$ cat config.mk
export PLATFORM = sky130hd
export DESIGN_NAME = sit_fifo
export DESIGN_NICKNAME = d
export VERILOG_FILES = /design/src/design/sit_pkg.sv /design/src/design/sit_fifo.sv
export VERILOG_INCLUDE_DIRS = /design/src /design/src/design
export SDC_FILE = /design/constraint.sdc
export NUM_CORES = 1
export LEC_CHECK = 0
export ABC_AREA = 1
export BUFFER_PORTS_ARGS = -buffer_cell sky130_fd_sc_hd__buf_4
export CAP_MARGIN = 25
export CORE_MARGIN = 1
export CORE_UTILIZATION = 35
export CTS_BUF_LIST = sky130_fd_sc_hd__clkbuf_8
export CTS_CLUSTER_DIAMETER = 30
export CTS_CLUSTER_SIZE = 14
export DETAILED_ROUTE_END_ITERATION = 10
export SKIP_LAST_GASP = 1
export SLEW_MARGIN = 25
export SYNTH_ARGS = -nofsm -noshare
export SYNTH_HDL_FRONTEND = slang
export SYNTH_SLANG_ARGS = --single-unit
$ cat constraint.sdc
create_clock -name clk -period 1.97 [get_ports clk]
set_clock_uncertainty 0.05 [all_clocks]
set_input_delay 0 -clock clk [delete_from_list [all_inputs] [get_ports clk]]
set_output_delay 0 -clock clk [all_outputs]
set_load 0.005 [all_outputs]
$ cat src/design/segment_intersection_test_2d_top_macros.svh
// Assertion helpers for the segment intersection block
`ifndef SEGMENT_INTERSECTION_TEST_2D_TOP_MACROS_SVH
`define SEGMENT_INTERSECTION_TEST_2D_TOP_MACROS_SVH
`ifndef SYNTHESIS
`define SIT_ASSERT_IMP(label, clk, rst, ante, cons) \
  label: assert property (@(posedge clk) disable iff (rst) (ante) |-> (cons)) \
    else $error("sit: check failed");
`define SIT_ASSERT_NXT(label, clk, rst, ante, cons) \
  label: assert property (@(posedge clk) disable iff (rst) (ante) |=> (cons)) \
    else $error("sit: check failed");
`else
`define SIT_ASSERT_IMP(label, clk, rst, ante, cons)
`define SIT_ASSERT_NXT(label, clk, rst, ante, cons)
`endif
`endif

$ cat src/design/sit_pkg.sv
`default_nettype none
package sit_pkg;

  localparam int COORD_BITS_DEF = 24;
  localparam int FRAC_BITS_DEF  = 8;
  localparam int QUEUE_DEPTH    = 4;
  localparam int Q_BITS         = 32;

  localparam logic [1:0] KIND_NONE  = 2'd0;
  localparam logic [1:0] KIND_POINT = 2'd1;
  localparam logic [1:0] KIND_DIV   = 2'd2;

  typedef struct packed {
    logic       hit;
    logic [1:0] kind;
  } sit_ctrl_t;

  function automatic int num_w(input int cw);
    return 2 * (cw + 1) + 1;
  endfunction

  function automatic int quo_w(input int cw, input int fb);
    return ((cw + fb) > Q_BITS ? cw + fb : Q_BITS) + 1;
  endfunction

  function automatic int entry_w(input int cw);
    return 2 * cw + 2 * (cw + 1) + 2 * num_w(cw);
  endfunction

endpackage
`default_nettype wire

$ cat src/design/sit_fifo.sv
`default_nettype none
`include "segment_intersection_test_2d_top_macros.svh"
module sit_fifo #(
  parameter int WIDTH = 1,
  parameter int DEPTH = sit_pkg::QUEUE_DEPTH
) (
  input  logic             clk,
  input  logic             rst,
  input  logic             push,
  input  logic [WIDTH-1:0] wdata,
  output logic             full,
  input  logic             pop,
  output logic [WIDTH-1:0] rdata,
  output logic             empty
);
  localparam int AW  = DEPTH > 1 ? $clog2(DEPTH) : 1;
  localparam int CNW = $clog2(DEPTH + 1);

  logic [WIDTH-1:0] mem [DEPTH];
  logic [AW-1:0]    wr_ptr;
  logic [AW-1:0]    rd_ptr;
  logic [CNW-1:0]   count;

  always_ff @(posedge clk) begin
    if (push) begin
      mem[wr_ptr] <= wdata;
    end
  end

  always_ff @(posedge clk) begin
    if (rst) begin
      wr_ptr <= '0;
      rd_ptr <= '0;
      count  <= '0;
    end else begin
      if (push) begin
        wr_ptr <= (wr_ptr == AW'(DEPTH - 1)) ? '0 : wr_ptr + 1'b1;
      end
      if (pop) begin
        rd_ptr <= (rd_ptr == AW'(DEPTH - 1)) ? '0 : rd_ptr + 1'b1;
      end
      unique case ({push, pop})
        2'b10:   count <= count + 1'b1;
        2'b01:   count <= count - 1'b1;
        default: count <= count;
      endcase
    end
  end

  assign full  = (count == CNW'(DEPTH));
  assign empty = (count == '0);
  assign rdata = mem[rd_ptr];

  `SIT_ASSERT_IMP(a_no_overfill, clk, rst, push, count != CNW'(DEPTH))
  `SIT_ASSERT_IMP(a_no_underrun, clk, rst, pop, count != '0)
  `SIT_ASSERT_NXT(a_count_up, clk, rst, push && !pop, count == CNW'($past(count) + 1'b1))

endmodule
`default_nettype wire

# Word level (Yosys, flattened, before mapping)
# Memories as Yosys holds them, arrays and structs flattened. A register that Yosys moved wholly into a read port is not among the register bits.
# Cells that the tools add are included.
# totals
wordCells,22
reg_bits,7
inputBits,5
ramBits,4
output_inout_bits,3
mem_count,1
# classes
eq_ne,5
n_reduce_logical,2
add_sub_neg,4
n_mux,7
# mem_list
memory,words,width,rd,rd_clocked_by_memory_dff,write_ports,line,text
mem,4,1,1,1,1,sit_fifo.sv:19,logic [WIDTH-1:0] mem [DEPTH];
# ops
operator,n
2-bit two-way mux,4
"2-bit equality test, second input constant",3
3-bit case mux with 2 select lines,1
"2-bit by 1-bit adder with 2-bit output, second input constant",2
"3-bit by 1-bit adder with 3-bit output, second input constant",1
"3-bit equality test, second input constant",1
3-bit logical NOT,1
"3-bit by 1-bit subtractor with 3-bit output, second input constant",1
"2-bit by 1-bit equality test with 1-bit output, second input constant",1
1-bit two-way mux,2
2-bit nonzero test,1

# Depth between registers and ports, before layout
# logic_depth
ltp_word,4
depth_mapped,10
depth_no_buf,10

# Worst setup path before layout
# No wires, ideal clock.
# synth_timing
path_type,register -> register
start,register count[0]
end,register count[2]
arrival_time_ns,1.122
stages_incl_launch_ff,9
path_buffers,0
setup_ns,0.110
period_less_slack_ns,1.282
required_time_ns,1.810
setup_slack_ns,0.688
path_cell_list,dfxtp_1 -> inv_1 -> fa_1 -> inv_1 -> nand2_1 -> nand3_1 -> nand2_1 -> inv_1 -> nor2_1
# synth_via
elab_chain_cells,2
elab_cells_between_ends,3
classes_between,add/sub: 2; mux: 1
# synth_rtl
element,line,text
start: declaration,sit_fifo.sv:22,logic [CNW-1:0] count;
start signal: assignment,sit_fifo.sv:43,2'b10: count <= count + 1'b1;
start signal: assignment,sit_fifo.sv:44,2'b01: count <= count - 1'b1;
start signal: assignment,sit_fifo.sv:45,default: count <= count;
3-bit by 1-bit subtractor with 3-bit output or 3-bit by 1-bit adder with 3-bit output (tied branches),"sit_fifo.sv:44, sit_fifo.sv:43",
3-bit case mux with 2 select lines *,sit_fifo.sv:42,"unique case ({push, pop})"
# Mark *: on every way between the ends. The rest lies on a longest branch, timed or not.
# A chain may end at the register's enable or synchronous reset.

# Worst setup path in the final report
# Ends and elaborated chain as after synthesis.

==> results by stage <==
Run status:
- The flow ran to the end, and the final reports show no timing, DRC or antenna violations.

Global routing:
- The aggregate global routing overflow is 0.
- The via count of the first global-routing pass is 404.
- In the global route stage, overall resource usage came out at 0.1131.
- Entering global routing, the biggest net connects 8 pins.
- The initial antenna violation count came to 0.
- The first global-routing pass estimated 1524 um of wire.

Logic synthesis:
- The number of library cell types mapped by synthesis is 14.
- The count of synthesis-stage warnings from yosys is 0.
- The synthesized netlist occupies a cell area of 615.6 sq um.
- The commonest cells after synthesis are 16 x sky130_fd_sc_hd__inv_1, 9 x sky130_fd_sc_hd__dfxtp_1, 8 x sky130_fd_sc_hd__nand2_1, 8 x sky130_fd_sc_hd__nor2_1, 7 x sky130_fd_sc_hd__o21ai_0.
- The most frequent cell after synthesis is sky130_fd_sc_hd__inv_1.
- After synthesis, the mean cell area works out to 8.670 sq um.
- The complex-gate fraction of the synthesized area is 0.09756.
- Of the total synthesized cell area, the portion taken by XOR and XNOR cells is 0.
- In this run, synthesis inferred 4 flip-flops with an integrated enable.
- The post-synthesis share of cell area spent on and, or, nand and nor gates is 0.1565.
- The most frequently used flop master after synthesis is sky130_fd_sc_hd__dfxtp_1.
- The number of nets in the synthesized netlist is 83.
- Summed over all instances, the cell type with the most area after synthesis is sky130_fd_sc_hd__dfxtp_1.
- In the post-synthesis netlist, the biggest area contributors are sky130_fd_sc_hd__dfxtp_1 29%, sky130_fd_sc_hd__edfxtp_1 20%, sky130_fd_sc_hd__ha_1 12%.
- The main combinational cell family by area after synthesis is simple AND/OR/NAND/NOR gates.
- The cell count after synthesis is 71.
- The portion of synthesized cell area occupied by the leading cell type is 0.2927.
- Of the total synthesized cell area, the portion taken by full adders, half adders and majority gates is 0.1545.
- Of the synthesized area, sequential elements account for 0.4878.
- The share of synthesized flip-flops with an asynchronous set or reset is 0.
- Measured against the total synthesized area, the mux share comes to 0.
- The synthesis-stage register bit count is 13.

Placement:
- The congestion estimate from routability-driven global placement came to 0.6923.
- Summed over all nets, the half-perimeter wirelength after detailed placement is 701.1 um.
- The worst slack at placement is 0.6326 ns.
- The count of buffers added on input and output ports is 7.

Critical path:
- The largest stage delay on the critical path is 0.43 ns.
- The reg-to-reg critical path startpoint is count[0].
- Data on the critical path is required at its endpoint by 2.10 ns.
- In this run the critical register-to-register path is captured at count[2].
- The worst setup path is captured at a register.
- STA puts the critical path data arrival time at 1.48 ns.
- The worst reg-to-reg path cell count is 7.
- Broken down by cell family, the worst path's largest delay share belongs to adder cells.
- The sort of element at the start of the critical path is a register.
- On the critical path, the stage with the largest delay is an instance of sky130_fd_sc_hd__fa_1.
- The count of buffer and inverter cells on the critical path is 2.
- Walking the worst path, the cells encountered are inv_1 > fa_1 > nand2_1 > nand3_1 > nand2_1 > inv_1 > nor2_1.
- The critical-path maximum fanout is 5.
- The critical path in this run is classified as register to register.
- In this run the register-to-register setup slack is 0.62 ns.

Worst hold path:
- The cell depth of the worst min-delay path is 3.
- In this run the most critical hold path is launched from pop.
- The end of the worst hold path is rd_ptr[1].
- The path class of the tightest hold or removal check is input pin to register.

Die:
- The initial core utilization is 0.3905.
- The floorplan step defined a die boundary enclosing 1931 sq um.
- 8 I/O pins were placed.
- Measured along the x axis, the die boundary spans 43.94 um.
- After floorplanning, the core was sized to cover 1577 sq um.
- From bottom edge to top edge, the die measures 43.94 um.
- Row generation in the floorplan step produced 14 rows.

Power and ir drop:
- The maximum vdd drop is 0.3865 mV.
- For this design the ratio of total power to cell area is 842.1 nW/um^2.
- After layout, the design draws a total of 0.6343 mW.
- For this design the static power due to leakage is 0.3822 nW.

Route:
- The via-per-instance ratio is 4.560.
- The post-detailed-route count of antenna-violating nets is 0.
- The number of DRC violations after detailed-routing iteration 0 is 4.
- The pre-antenna-repair detailed-routing pass consisted of 3 iterations.
- In the routed design, unresolved DRC markers number 0.
- After detailed routing, the total wire length is 891 um.
- In the final routed layout, each cell accounts on average for 8.910 um.
- The routed via count is 456.

STA:
- The clock period could shrink to 1.348 ns.
- Across all setup checks in the final design, the least slack found is 0.6221 ns.
- At the pin with the least slew margin, the transition time is 0.1781 ns.
- For the final routed database, the setup TNS stands at 0 ns.
- The number of endpoints with negative hold slack in the final report is 0.
- The count of pins over their slew limit is 0.
- The post-route fraction of the period consumed by the critical path is 0.6842.
- Setup violations remaining at the end of the flow were counted as 0.
- The worst relative slew slack is 0.8811.
- The maximum clock rate is 741.9 MHz.
- Setup repair after global routing left no endpoint under its margin.

Clock network:
- The clock tree from TritonCTS is done.
- The number of buffers between clock root and the deepest sink is 2.
- In this run the number of H-tree levels came out at 1.
- The quantity of gates resized following cts is 0.
- For the worst-skew pair, the clock arrives at the later sink with an insertion delay of 0.23 ns.
- The number of buffers created by CTS is 3.
- The clock transition time at the flip-flop clock pins of the worst setup and hold paths is 0.05 ns.
- The tree is rooted in a sky130_fd_sc_hd__clkbuf_8.
- Clock tree synthesis found a total of 13 sinks.

Layout:
- Relative to the synthesized area, the layout overhead comes to 22.36%.
- The antenna cell count is 0.
- The final layout contains 97 nets.
- The final standard cell utilization of the core is 0.4778.
- In the final layout, the share of cells above drive strength 1 is 0.1429.

Run:
- The tool flagged a number of max-cap violations equal to 0.
[power breakdown]
group | internal, mW | switching [mW]
clock | 0.137 | 0.0903
sequential | 0.298 | 0.0151
combinational | 0.0456 | 0.0484
total | 0.480 | 0.154
[cells by family (layout without fill, tap and decap cells)]
kind of cell / Yosys count / after routing
and+or+nand+nor: 22 / 22
buffers and inverters: 17 / 30
DFF: 13 / 13
AOI/OAI and AO/OA: 12 / 12
adders and majority gates: 7 / 7
[worst max path at each step]
stage | start | depth (start not counted) | to
6_report | count[0] | 7 | count[2]
5_1_grt | count[0] | 8 | count[2]
4_1_cts | count[0] | 8 | count[2]
3_5_place_dp | count[0] | 8 | count[2]
3_3_place_gp | count[0] | 8 | count[2]
2_1_floorplan | count[0] | 8 | count[2]
[tightest hold or removal path: stages]
cell                      delay [ns]
sky130_fd_sc_hd__buf_4          0.09
sky130_fd_sc_hd__o21ai_0        0.07
sky130_fd_sc_hd__nor2_1         0.10
[layout make-up]
| cell class | instances | area [sq um] |
|---|---|---|
| clock inverter | 1 | 3.754 |
| clock buffer | 3 | 41.29 |
| fill | 162 | 823.3 |
| inverter | 17 | 63.81 |
| multi-input combinational | 41 | 251.5 |
| tap | 16 | 20.02 |
| timing repair buffer | 9 | 72.57 |
| sequential | 13 | 300.3 |
[layer usage]
| layer | share of wire | wire length (um) | up-vias | track usage |
|---|---|---|---|---|
| met1 | 0.49 | 435 | 201 | 0.1436 |
| met5 | 0 | 0 | - | 0 |
| li1 | - | - | 250 | - |
| met4 | 0.015 | 13 | 0 | 0.09091 |
| met3 | 0.029 | 26 | 2 | 0.03750 |
| met2 | 0.47 | 415 | 3 | 0.1552 |
[layout by cell type, fill, tap and decap left out]
cell type / n
sky130_fd_sc_hd__inv_2: 1
sky130_fd_sc_hd__dfxtp_1: 9
sky130_fd_sc_hd__inv_1: 17
sky130_fd_sc_hd__fa_1: 1
sky130_fd_sc_hd__o21ai_0: 7
sky130_fd_sc_hd__edfxtp_1: 4
sky130_fd_sc_hd__dlygate4sd3_1: 2
sky130_fd_sc_hd__nor3_2: 1
sky130_fd_sc_hd__nor2_1: 8
sky130_fd_sc_hd__nand3_1: 1
sky130_fd_sc_hd__nand4_1: 1
sky130_fd_sc_hd__nor3_1: 3
sky130_fd_sc_hd__ha_1: 6
sky130_fd_sc_hd__a21oi_1: 5
sky130_fd_sc_hd__buf_4: 7
sky130_fd_sc_hd__clkbuf_8: 3
sky130_fd_sc_hd__nand2_1: 8
[what timing repair did]
item,4_1_cts,5_1_grt
hold buffers,2,0
buffers inserted,0,0
endpoints found under the hold margin,7,0
[through the flow]
stage	hold WS (ns)	cell area (sq um)	instances
finish	0.02375	753.2	100
global route	0.03978	753.2	100
CTS	0.02265	753.2	100
detailed placement	0.1395	688.2	94
global placement	0.1398	688.2	94
floorplan	0.02238	615.6	71
Power figures use the tool's default switching activity.
